File: config.mk
export PLATFORM = sky130hd
export DESIGN_NAME = dual_servo_slew_pulse_mapper
export DESIGN_NICKNAME = d
export VERILOG_FILES = /design/src/rtl/dssp_pkg.sv /design/src/rtl/dssp_divider.sv /design/src/rtl/dssp_ctrl.sv /design/src/rtl/dual_servo_slew_pulse_mapper.sv
export VERILOG_INCLUDE_DIRS = /design/src /design/src/rtl
export SDC_FILE = /design/constraint.sdc
export NUM_CORES = 1
export LEC_CHECK = 0
export BUFFER_PORTS_ARGS = -buffer_cell sky130_fd_sc_hd__buf_4
export CAP_MARGIN = 20
export CORE_AREA = 2 2 299 301
export DETAILED_ROUTE_END_ITERATION = 10
export DIE_AREA = 0 0 301 303
export PLACE_DENSITY_LB_ADDON = 0.12
export RECOVER_POWER = 50
export SETUP_SLACK_MARGIN = 0.05
export SLEW_MARGIN = 10
export SYNTH_ARGS = -nofsm -noshare
export SYNTH_HDL_FRONTEND = slang
export SYNTH_HIERARCHICAL = 1
export SYNTH_SLANG_ARGS = --single-unit
File: constraint.sdc
create_clock -name clock -period 10.05 [get_ports clock]
set_clock_uncertainty 0.05 [all_clocks]
set_input_delay 0.5025 -clock clock [delete_from_list [all_inputs] [get_ports clock]]
set_output_delay 0.5025 -clock clock [all_outputs]
set_load 0.02 [all_outputs]
File: src/rtl/dual_servo_slew_pulse_mapper_defines.svh
// Assertion macros for the dual servo slew and pulse mapper.
// Included by the top level only; depends on nothing else.
`ifndef DUAL_SERVO_SLEW_PULSE_MAPPER_DEFINES_SVH
`define DUAL_SERVO_SLEW_PULSE_MAPPER_DEFINES_SVH

// Same-cycle implication, disabled while reset is high.
`define DSSP_ASSERT_IMP(label, clk, rst, ante, cons) \
   label: assert property (@(posedge clk) disable iff (rst) (ante) |-> (cons)) \
      else $error("dssp: same-cycle check failed");

// Next-cycle implication, disabled while reset is high.
`define DSSP_ASSERT_NXT(label, clk, rst, ante, cons) \
   label: assert property (@(posedge clk) disable iff (rst) (ante) |=> (cons)) \
      else $error("dssp: next-cycle check failed");

`endif

File: src/rtl/dssp_pkg.sv
// Shared widths, codes, sequencer states and control struct for the servo mapper.
// Used by dssp_divider, dssp_ctrl and the top level; depends on nothing.
package dssp_pkg;

   // Field and datapath widths.
   localparam int ANGLE_W   = 13;
   localparam int IN_W      = 14;
   localparam int PULSE_W   = 15;
   localparam int FUNC_W    = 2;
   localparam int CSR_IDX_W = 3;
   localparam int SPAN_W    = PULSE_W + 1;
   localparam int PROD_W    = ANGLE_W + PULSE_W;
   localparam int DVD_W     = PROD_W + 2;
   localparam int DVS_W     = ANGLE_W + 1;
   localparam int QUO_W     = PULSE_W;
   localparam int REM_W     = DVD_W - QUO_W;
   localparam int CNT_W     = 4;

   // Command codes carried in the func field.
   typedef enum logic [FUNC_W-1:0] {
      FUNC_TARGETS = 2'd0,
      FUNC_TICK    = 2'd1,
      FUNC_JUMP    = 2'd2
   } func_type;

   // Configuration register indexes.
   localparam logic [CSR_IDX_W-1:0] CSR_MIN_PULSE   = 3'd0;
   localparam logic [CSR_IDX_W-1:0] CSR_MAX_PULSE   = 3'd1;
   localparam logic [CSR_IDX_W-1:0] CSR_MAX_ANGLE_A = 3'd2;
   localparam logic [CSR_IDX_W-1:0] CSR_MAX_ANGLE_B = 3'd3;
   localparam logic [CSR_IDX_W-1:0] CSR_STEP_A      = 3'd4;
   localparam logic [CSR_IDX_W-1:0] CSR_STEP_B      = 3'd5;

   // Sequencer states: idle, then multiply, divider load and divide for each channel, then output.
   typedef enum logic [2:0] {
      ST_IDLE,
      ST_MUL_A,
      ST_DST_A,
      ST_DIV_A,
      ST_MUL_B,
      ST_DST_B,
      ST_DIV_B,
      ST_OUT
   } state_type;

   // Strobes from the sequencer to the datapath.
   typedef struct packed {
      logic mul_en;
      logic div_start;
      logic chan_b;
      logic pulse_we;
      logic rsp_load;
   } ctrl_type;

endpackage

File: src/rtl/dssp_divider.sv
// Restoring serial divider, one quotient bit per cycle, shared by both channels.
// Depends on dssp_pkg for its widths.
module dssp_divider (
   input  logic                        clock,
   input  logic                        reset,
   input  logic                        start,
   input  logic [dssp_pkg::DVD_W-1:0]  dividend,
   input  logic [dssp_pkg::DVS_W-1:0]  divisor,
   output logic                        busy,
   output logic [dssp_pkg::QUO_W-1:0]  quotient
);
   import dssp_pkg::*;

   localparam logic [CNT_W-1:0] LAST_STEP = CNT_W'(QUO_W - 1);

   logic             busy_ff, busy_in;
   logic [CNT_W-1:0] cnt_ff, cnt_in;
   logic [REM_W-1:0] rem_ff, rem_in;
   logic [QUO_W-1:0] dvd_ff, dvd_in;
   logic [REM_W:0]   trial;
   logic [REM_W:0]   diff;
   logic             fits;

   // The quotient is known to fit QUO_W bits, so the upper dividend bits
   // seed the remainder and only QUO_W steps are needed.
   always_comb begin
      trial = {rem_ff, dvd_ff[QUO_W-1]};
      fits  = trial >= (REM_W+1)'(divisor);
      diff  = trial - (REM_W+1)'(divisor);
   end

   // Next values of the iteration registers.
   always_comb begin
      busy_in = busy_ff;
      cnt_in  = cnt_ff;
      rem_in  = rem_ff;
      dvd_in  = dvd_ff;
      if (start) begin
         busy_in = 1'b1;
         cnt_in  = '0;
         rem_in  = dividend[DVD_W-1:QUO_W];
         dvd_in  = dividend[QUO_W-1:0];
      end else if (busy_ff) begin
         rem_in  = fits ? diff[REM_W-1:0] : trial[REM_W-1:0];
         dvd_in  = {dvd_ff[QUO_W-2:0], fits};
         cnt_in  = cnt_ff + 1'b1;
         busy_in = (cnt_ff != LAST_STEP);
      end
   end

   always_ff @(posedge clock) begin
      if (reset) begin
         busy_ff <= 1'b0;
         cnt_ff  <= '0;
      end else begin
         busy_ff <= busy_in;
         cnt_ff  <= cnt_in;
      end
      rem_ff <= rem_in;
      dvd_ff <= dvd_in;
   end

   assign busy     = busy_ff;
   assign quotient = dvd_ff;

endmodule

File: src/rtl/dssp_ctrl.sv
// Sequencer that runs the shared multiplier and divider for channel A, then B.
// Depends on dssp_pkg for the state enum and the control struct.
module dssp_ctrl (
   input  logic               clock,
   input  logic               reset,
   input  logic               req_valid,
   input  logic               div_busy,
   input  logic               rsp_free,
   output logic               req_ready,
   output dssp_pkg::ctrl_type ctrl
);
   import dssp_pkg::*;

   state_type state_ff, state_in;

   // Next state.
   always_comb begin
      state_in = state_ff;
      case (state_ff)
         ST_IDLE:  if (req_valid) state_in = ST_MUL_A;
         ST_MUL_A: state_in = ST_DST_A;
         ST_DST_A: state_in = ST_DIV_A;
         ST_DIV_A: if (!div_busy) state_in = ST_MUL_B;
         ST_MUL_B: state_in = ST_DST_B;
         ST_DST_B: state_in = ST_DIV_B;
         ST_DIV_B: if (!div_busy) state_in = ST_OUT;
         ST_OUT:   if (rsp_free) state_in = ST_IDLE;
         default:  state_in = ST_IDLE;
      endcase
   end

   // Outputs for each state.
   always_comb begin
      req_ready      = 1'b0;
      ctrl           = '0;
      case (state_ff)
         ST_IDLE:  req_ready = 1'b1;
         ST_MUL_A: ctrl.mul_en = 1'b1;
         ST_DST_A: ctrl.div_start = 1'b1;
         ST_DIV_A: ctrl.pulse_we = !div_busy;
         ST_MUL_B: begin
            ctrl.chan_b = 1'b1;
            ctrl.mul_en = 1'b1;
         end
         ST_DST_B: begin
            ctrl.chan_b    = 1'b1;
            ctrl.div_start = 1'b1;
         end
         ST_DIV_B: begin
            ctrl.chan_b   = 1'b1;
            ctrl.pulse_we = !div_busy;
         end
         ST_OUT:   ctrl.rsp_load = rsp_free;
         default:  req_ready = 1'b0;
      endcase
   end

   always_ff @(posedge clock) begin
      if (reset) begin
         state_ff <= ST_IDLE;
      end else begin
         state_ff <= state_in;
      end
   end

endmodule

File: src/rtl/dual_servo_slew_pulse_mapper.sv
// Two-channel servo slew limiter with pulse-width mapping. Each accepted word
// (set targets, tick, or jump) updates the positions and targets in the cycle
// it is accepted and then returns one word with both angles, both pulse widths
// and the moving flag. The two pulse mappings run one after the other through
// a single 13x15 multiplier and a 15-step serial divider, and the result is
// then loaded into the result register. A new word is accepted only once the
// last result has been loaded. The result register lets the next word be
// accepted while a result waits.
`include "dual_servo_slew_pulse_mapper_defines.svh"

module dual_servo_slew_pulse_mapper (
   input  logic                            clock,
   input  logic                            reset,
   input  logic                            req_valid,
   output logic                            req_ready,
   input  logic [dssp_pkg::FUNC_W-1:0]     req_func,
   input  logic signed [dssp_pkg::IN_W-1:0] req_angle_in_a,
   input  logic signed [dssp_pkg::IN_W-1:0] req_angle_in_b,
   output logic                            rsp_valid,
   input  logic                            rsp_ready,
   output logic [dssp_pkg::ANGLE_W-1:0]    rsp_angle_out_a,
   output logic [dssp_pkg::ANGLE_W-1:0]    rsp_angle_out_b,
   output logic [dssp_pkg::PULSE_W-1:0]    rsp_pulse_a,
   output logic [dssp_pkg::PULSE_W-1:0]    rsp_pulse_b,
   output logic                            rsp_moving,
   input  logic                            csr_we,
   input  logic [dssp_pkg::CSR_IDX_W-1:0]  csr_index,
   input  logic [dssp_pkg::PULSE_W-1:0]    csr_wdata
);
   import dssp_pkg::*;

   // Clamp a signed input angle to zero and the channel limit.
   function automatic logic [ANGLE_W-1:0] clamp_angle(logic [IN_W-1:0] a,
                                                      logic [ANGLE_W-1:0] lim);
      logic [ANGLE_W-1:0] r;
      if (a[IN_W-1]) begin
         r = '0;
      end else if (a[ANGLE_W-1:0] > lim) begin
         r = lim;
      end else begin
         r = a[ANGLE_W-1:0];
      end
      return r;
   endfunction

   // Move one step toward the target without passing it; a zero step jumps.
   function automatic logic [ANGLE_W-1:0] step_toward(logic [ANGLE_W-1:0] cur,
                                                      logic [ANGLE_W-1:0] tgt,
                                                      logic [ANGLE_W-1:0] step);
      logic [ANGLE_W-1:0] delta;
      logic [ANGLE_W-1:0] r;
      delta = (tgt >= cur) ? (tgt - cur) : (cur - tgt);
      if (step == '0 || delta <= step) begin
         r = tgt;
      end else if (tgt > cur) begin
         r = cur + step;
      end else begin
         r = cur - step;
      end
      return r;
   endfunction

   ctrl_type             ctrl;
   logic                 accept;
   logic                 rsp_free;
   logic                 div_busy;
   logic [QUO_W-1:0]     div_quo;
   logic [DVD_W-1:0]     div_dvd;
   logic [DVS_W-1:0]     div_dvs;

   logic [PULSE_W-1:0]   min_pulse_ff, max_pulse_ff;
   logic [ANGLE_W-1:0]   max_angle_a_ff, max_angle_b_ff;
   logic [ANGLE_W-1:0]   step_a_ff, step_b_ff;

   logic [ANGLE_W-1:0]   pos_a_ff, pos_a_in, pos_b_ff, pos_b_in;
   logic [ANGLE_W-1:0]   tgt_a_ff, tgt_a_in, tgt_b_ff, tgt_b_in;
   logic                 moving_ff, moving_in;
   logic [ANGLE_W-1:0]   clamp_a, clamp_b, next_a, next_b;

   logic [ANGLE_W-1:0]   sel_pos, sel_lim, sel_ang;
   logic [SPAN_W-1:0]    span;
   logic                 span_neg;
   logic [PULSE_W-1:0]   span_mag;
   logic [PROD_W-1:0]    prod_ff;
   logic [PROD_W:0]      prod_x2;
   logic [PULSE_W-1:0]   pulse_val;
   logic [PULSE_W-1:0]   pulse_a_ff, pulse_b_ff;

   logic                 rsp_valid_ff, rsp_valid_in;
   logic [ANGLE_W-1:0]   rsp_ang_a_ff, rsp_ang_b_ff;
   logic [PULSE_W-1:0]   rsp_pul_a_ff, rsp_pul_b_ff;
   logic                 rsp_mov_ff;

   assign accept   = req_valid && req_ready;
   assign rsp_free = !rsp_valid_ff || rsp_ready;

   // Configuration registers.
   always_ff @(posedge clock) begin
      if (reset) begin
         min_pulse_ff   <= PULSE_W'(500);
         max_pulse_ff   <= PULSE_W'(2500);
         max_angle_a_ff <= ANGLE_W'(4320);
         max_angle_b_ff <= ANGLE_W'(2880);
         step_a_ff      <= ANGLE_W'(16);
         step_b_ff      <= ANGLE_W'(16);
      end else if (csr_we) begin
         case (csr_index)
            CSR_MIN_PULSE:   min_pulse_ff   <= csr_wdata;
            CSR_MAX_PULSE:   max_pulse_ff   <= csr_wdata;
            CSR_MAX_ANGLE_A: max_angle_a_ff <= csr_wdata[ANGLE_W-1:0];
            CSR_MAX_ANGLE_B: max_angle_b_ff <= csr_wdata[ANGLE_W-1:0];
            CSR_STEP_A:      step_a_ff      <= csr_wdata[ANGLE_W-1:0];
            CSR_STEP_B:      step_b_ff      <= csr_wdata[ANGLE_W-1:0];
            default:         min_pulse_ff   <= min_pulse_ff;
         endcase
      end
   end

   // Position and target update, applied at the edge that accepts the word.
   always_comb begin
      clamp_a   = clamp_angle(req_angle_in_a, max_angle_a_ff);
      clamp_b   = clamp_angle(req_angle_in_b, max_angle_b_ff);
      next_a    = step_toward(pos_a_ff, tgt_a_ff, step_a_ff);
      next_b    = step_toward(pos_b_ff, tgt_b_ff, step_b_ff);
      pos_a_in  = pos_a_ff;
      pos_b_in  = pos_b_ff;
      tgt_a_in  = tgt_a_ff;
      tgt_b_in  = tgt_b_ff;
      moving_in = moving_ff;
      if (accept) begin
         moving_in = 1'b0;
         case (func_type'(req_func))
            FUNC_TARGETS: begin
               tgt_a_in = clamp_a;
               tgt_b_in = clamp_b;
            end
            FUNC_TICK: begin
               pos_a_in  = next_a;
               pos_b_in  = next_b;
               moving_in = (next_a != pos_a_ff) || (next_b != pos_b_ff);
            end
            FUNC_JUMP: begin
               tgt_a_in = clamp_a;
               tgt_b_in = clamp_b;
               pos_a_in = clamp_a;
               pos_b_in = clamp_b;
            end
            default: moving_in = 1'b0;
         endcase
      end
   end

   always_ff @(posedge clock) begin
      if (reset) begin
         pos_a_ff  <= '0;
         pos_b_ff  <= '0;
         tgt_a_ff  <= '0;
         tgt_b_ff  <= '0;
         moving_ff <= 1'b0;
      end else begin
         pos_a_ff  <= pos_a_in;
         pos_b_ff  <= pos_b_in;
         tgt_a_ff  <= tgt_a_in;
         tgt_b_ff  <= tgt_b_in;
         moving_ff <= moving_in;
      end
   end

   // Channel operands and the signed pulse span.
   always_comb begin
      sel_pos  = ctrl.chan_b ? pos_b_ff : pos_a_ff;
      sel_lim  = ctrl.chan_b ? max_angle_b_ff : max_angle_a_ff;
      sel_ang  = (sel_pos > sel_lim) ? sel_lim : sel_pos;
      span     = {1'b0, max_pulse_ff} - {1'b0, min_pulse_ff};
      span_neg = span[SPAN_W-1];
      span_mag = span_neg ? PULSE_W'(~span + 1'b1) : span[PULSE_W-1:0];
   end

   // Shared multiplier: clamped angle times the span magnitude.
   always_ff @(posedge clock) begin
      if (ctrl.mul_en) begin
         prod_ff <= sel_ang * span_mag;
      end
   end

   // Rounded dividend 2*a*span + lim over divisor 2*lim.
   assign prod_x2 = {prod_ff, 1'b0};
   assign div_dvd = DVD_W'(prod_x2) + DVD_W'(sel_lim);
   assign div_dvs = {sel_lim, 1'b0};

   dssp_divider u_div (
      .clock    (clock),
      .reset    (reset),
      .start    (ctrl.div_start),
      .dividend (div_dvd),
      .divisor  (div_dvs),
      .busy     (div_busy),
      .quotient (div_quo)
   );

   // Final pulse. A zero channel limit gives the lower limit. With a negative
   // span the result is one of the two limits, chosen by the sign of the rounded
   // numerator; otherwise it never passes the upper limit.
   always_comb begin
      if (sel_lim == '0) begin
         pulse_val = min_pulse_ff;
      end else if (span_neg) begin
         pulse_val = (prod_x2 > (PROD_W+1)'(sel_lim)) ? min_pulse_ff : max_pulse_ff;
      end else begin
         pulse_val = min_pulse_ff + div_quo;
      end
   end

   always_ff @(posedge clock) begin
      if (ctrl.pulse_we) begin
         if (ctrl.chan_b) begin
            pulse_b_ff <= pulse_val;
         end else begin
            pulse_a_ff <= pulse_val;
         end
      end
   end

   // Result register.
   always_comb begin
      rsp_valid_in = rsp_valid_ff;
      if (ctrl.rsp_load) begin
         rsp_valid_in = 1'b1;
      end else if (rsp_ready) begin
         rsp_valid_in = 1'b0;
      end
   end

   always_ff @(posedge clock) begin
      if (reset) begin
         rsp_valid_ff <= 1'b0;
      end else begin
         rsp_valid_ff <= rsp_valid_in;
      end
      if (ctrl.rsp_load) begin
         rsp_ang_a_ff <= pos_a_ff;
         rsp_ang_b_ff <= pos_b_ff;
         rsp_pul_a_ff <= pulse_a_ff;
         rsp_pul_b_ff <= pulse_b_ff;
         rsp_mov_ff   <= moving_ff;
      end
   end

   assign rsp_valid       = rsp_valid_ff;
   assign rsp_angle_out_a = rsp_ang_a_ff;
   assign rsp_angle_out_b = rsp_ang_b_ff;
   assign rsp_pulse_a     = rsp_pul_a_ff;
   assign rsp_pulse_b     = rsp_pul_b_ff;
   assign rsp_moving      = rsp_mov_ff;

   dssp_ctrl u_ctrl (
      .clock     (clock),
      .reset     (reset),
      .req_valid (req_valid),
      .div_busy  (div_busy),
      .rsp_free  (rsp_free),
      .req_ready (req_ready),
      .ctrl      (ctrl)
   );

   // Sequencing checks.
   `DSSP_ASSERT_NXT(a_busy_after_accept, clock, reset, accept, !req_ready)
   `DSSP_ASSERT_IMP(a_start_when_idle, clock, reset, ctrl.div_start, !div_busy)
   `DSSP_ASSERT_IMP(a_pulse_after_divide, clock, reset, ctrl.pulse_we, !div_busy)
   `DSSP_ASSERT_IMP(a_load_into_free, clock, reset, ctrl.rsp_load, rsp_free)

endmodule
==> results.md <==
* Crit path buffers/inverters at 5
* Number of flops mapped to enable cells by yosys at between 100 and 150
* Fin. Hold Viols at 0
* First-pass DRT Iterations at 5
* Crit-path max cell delay at about 580 ps
* Area growth syn-to-layout at 11.9%
* Max Freq at 106 MHz
* Yosys top cell area share at roughly 16%
* Uppermost layer routed: met4
* Die W at around 300 um
* CP required at ~10000 ps
* Post-synth ARST share at 0%
* Int Pwr at between 4 and 5 mW
* IO Pins at around 110
* GRT Overall Usage at 21.3%
* YS warnings at 6
* Skew-Pair Late Insertion Delay at around 570 ps
* Main synth FF type: edfxtp_1
* Grt ovf at 0
* Register area share after synthesis at between 20% and 30%
* CTS tree: yes
* Core box area at a little under 90000 um^2
* Mapped Area at ~28000 um^2
* Most area-consuming cells after synthesis: edfxtp_1 (16%), ha_1 (13%), fa_1 (11%), dfxtp_1 (10%), inv_1 (5.3%)
* CTS Buffer Depth at 3
* Flops & latches, synth at between 200 and 300
* IO Port Bufs at roughly 110
* Startpoint Class: register
* Switching pwr at between 4 and 5 mW
* RSZ-0062 raised after global routing: false
* DR WL met2 at ~48 mm
* Max FO, Critical Path at 16
* CP max stage cell: fa_1
* Comb power frac at between 60 and 70%
* Post-synth top area cell: edfxtp_1
* Post-synthesis cell count at between 3000 and 4000
* First-pass GRT wire length at between 100 and 150 mm
* Share of cells above drive strength 1 at roughly 8.3%
* Routed WL per cell at 21.7 um
* Power, Total at 9.49 mW
* Footprint of the multi-input gates at approximately 19000 um^2
* # rows at approximately 110
* Critical path class: register to register
* Initial Util at 31.7%
* Met3 WL at around 4 mm
* Status: finished with violations
* Total number of vias at between 20000 and 25000
* Final ANT Viol Nets at 0
* Max-slew violations at roughly 250
* FILL cells at 9149
* Post-route cell area at about 31000 um^2
* Period utilization at between 90 and 100%
* Final setup vio count at 0
* TritonCTS Buffers at 37
* Root buf cell: clkbuf_16
* Power per Cell Area at around 300 nW/um^2
* Worst-path clk slew at ~60 ps
* Hold Path Class: primary input to register
* Seq pwr share at roughly 17%
* Fin crit period at 9450 ps
* CP top delay family: compound AO/OA/AOI/OAI gates
* DRC viols at 0
* Worst-Margin Slew at roughly 3800 ps
* Syn_nets at 3726
* Placement Cell Area at just over 30000 um^2
* Top post-synthesis cells by count: inv_1 (391), nand2_1 (320), ha_1 (293)
* Switch share at between 40% and 50%
* CP Capture Type: register
* Largest net degree at the start of global routing at 70
* CP arrival at 9670 ps
* Die Ht at a little over 300 um
* Worst IR drop on VDD at between 150 and 200 uV
* Synth cell types at 99
* Iter 0 DRT Violations at between 1500 and 2000
* ANT cells at 0
* Clk pwr share at roughly 14%
* Relative slew slack at -151%
* Max Cap Viol at 5
* Leak at around 13 nW
* Post-DR vias/cell at ~5.3
* Syn Area/Cell at 8.64 um^2
* Final WL at 98.4 mm
* M1 WL at around 44 mm
* Nets at about 3800
* H-tree lvl count at 2
* Placer congestion estimate at between 0.8 and 0.9
* Number of global-route vias before repair at 23643
* Initial antenna violation count at 0
* Most common cell in the netlist: inv_1
* FF/Latch Area at about 7200 um^2
* Dpl hpwl at 78.8 mm
* # hold bufs at CTS at 0
* Failing checks: capacitance limit, slew limit
* # clock sinks at 289
* Die ar. at slightly above 90000 um^2
* Most frequent CP cell: fa_1
[cells in the final DEF, fill, tap and decap left out, types with 10 or more instances in the layout]
| cell | synthesis | routed |
|---|---|---|
| nand2_1 | 320 | 320 |
| or3_1 | 18 | 18 |
| o31ai_1 | 19 | 19 |
| o211ai_1 | 33 | 33 |
| a41oi_1 | 10 | 10 |
| buf_4 | 1 | 110 |
| nand4_1 | 28 | 28 |
| or2_2 | 28 | 28 |
| clkbuf_1 | 100 | 91 |
| clkbuf_16 | 0 | 38 |
| dfxtp_1 | 144 | 143 |
| xnor2_1 | 118 | 118 |
| o22ai_1 | 22 | 22 |
| nor2b_1 | 39 | 39 |
| a21o_1 | 57 | 57 |
| and2_1 | 22 | 22 |
| nand3_1 | 48 | 48 |
| mux2_2 | 51 | 51 |
| and3_1 | 26 | 26 |
| nor4_1 | 14 | 14 |
| a31oi_1 | 17 | 17 |
| a211oi_1 | 46 | 46 |
| mux2i_1 | 40 | 39 |
| a22oi_1 | 12 | 12 |
| nor2_1 | 272 | 271 |
| a2111oi_0 | 10 | 10 |
| inv_1 | 391 | 389 |
| a21oi_1 | 259 | 257 |
| edfxtp_1 | 145 | 145 |
| o21ai_0 | 108 | 107 |
| o21a_1 | 34 | 34 |
| xor2_1 | 63 | 63 |
| nand2b_1 | 59 | 59 |
| ha_1 | 293 | 293 |
| fa_1 | 153 | 153 |
| nor3_1 | 49 | 49 |
[tightest hold or removal path, stage by stage]
cell and delay, ps:
buf_4 120, nand2_1 50, a21oi_1 50
[cell families (layout without fill, tap and decap cells)]
logic type / count (synthesis) / count (layout) / share of synthesized area, %
other: 1 / 1 / 0.0135
AOI/OAI and AO/OA: 733 / 735 / 17.1
muxes: 92 / 92 / 3.55
buffers and inverters: 516 / 649 / 7.07
and+or+nand+nor: 966 / 966 / 16.3
DFF: 289 / 289 / 26.0
xor gates and xnor gates: 184 / 184 / 5.89
adders and majority gates: 446 / 446 / 24.1
[timing repair]
item / in CTS / in global routing
buffers inserted: 0 / 4
endpoints found under the setup margin: 1 / 2
gates resized for setup: 1 / 5
gates cloned: 1 / 1
[power groups by stage]
stage                     clock network (mW)  registers, mW  logic (mW)
after floorplan                            0           1.57        4.67
after global placement                     0           1.62        6.54
after detailed placement                   0           1.62        6.58
after CTS                               1.35           1.59        6.63
after global routing                    1.39           1.61        7.30
final                                   1.31           1.59        6.59
[final cells by class]
class	count	share of cell area, %
clock inverters	17	0.510
inverters	391	4.72
well taps	1165	4.67
clock buffers	50	3.23
repair buffers	191	3.63
multi-input cells	2424	60.0
flip-flops and latches	289	23.2
[layer usage]
metal / track usage (%) / vias to the layer above
met4: 6.25 / 0
met3: 1.98 / 127
li1: - / 11362
met2: 37.0 / 543
met5: 0 / -
met1: 28.1 / 11761
[worst paths after layout]
kind | from | endpoint | slack (ps) | depth (start not counted)
worst max register to register | u_ctrl/state_ff[2]$_SDFFE_PP0P_ | prod_ff[27]$_DFFE_PP_ | 600 | 32
worst min register to register | pulse_b_ff[8]$_DFFE_PP_ | rsp_pulse_b[8]$_DFFE_PP_ | 370 | 0
worst min-delay path | csr_wdata[13] | max_pulse_ff[13]$_SDFFE_PP0P_ | 160 | 3
worst max-delay path | u_ctrl/state_ff[2]$_SDFFE_PP0P_ | prod_ff[27]$_DFFE_PP_ | 600 | 32
[flip-flops by register name (all words and copies together), names as in the netlist, 3 cells and up]
name,cells
u_div/quotient,15
rsp_pulse_a,15
tgt_b_ff,13
u_div/cnt_ff,4
max_pulse_ff,15
step_b_ff,13
pulse_b_ff,15
step_a_ff,13
pos_b_ff,13
max_angle_a_ff,13
max_angle_b_ff,13
min_pulse_ff,15
rsp_angle_out_a,13
rsp_angle_out_b,13
pulse_a_ff,15
pos_a_ff,13
u_div/rem_ff,15
tgt_a_ff,13
prod_ff,28
u_ctrl/state_ff,3
rsp_pulse_b,15
[metrics by stage]
| stage | util [%] | std cells | setup TNS (ps) | worst slack, ps | hold slack [ps] |
|---|---|---|---|---|---|
| global route | 35.5 | 4527 | 0 | 126 | 161 |
| finish | 35.5 | 4527 | 0 | 599 | 164 |
| floorplan | - | 3227 | 0 | 134 | 350 |
| global placement | 34.4 | 4451 | 0 | 225 | 354 |
| detailed placement | 34.4 | 4452 | -75.7 | -75.7 | 355 |
| CTS | 35.7 | 4520 | 0 | 110 | 129 |
(Power assumes the default switching activity.)
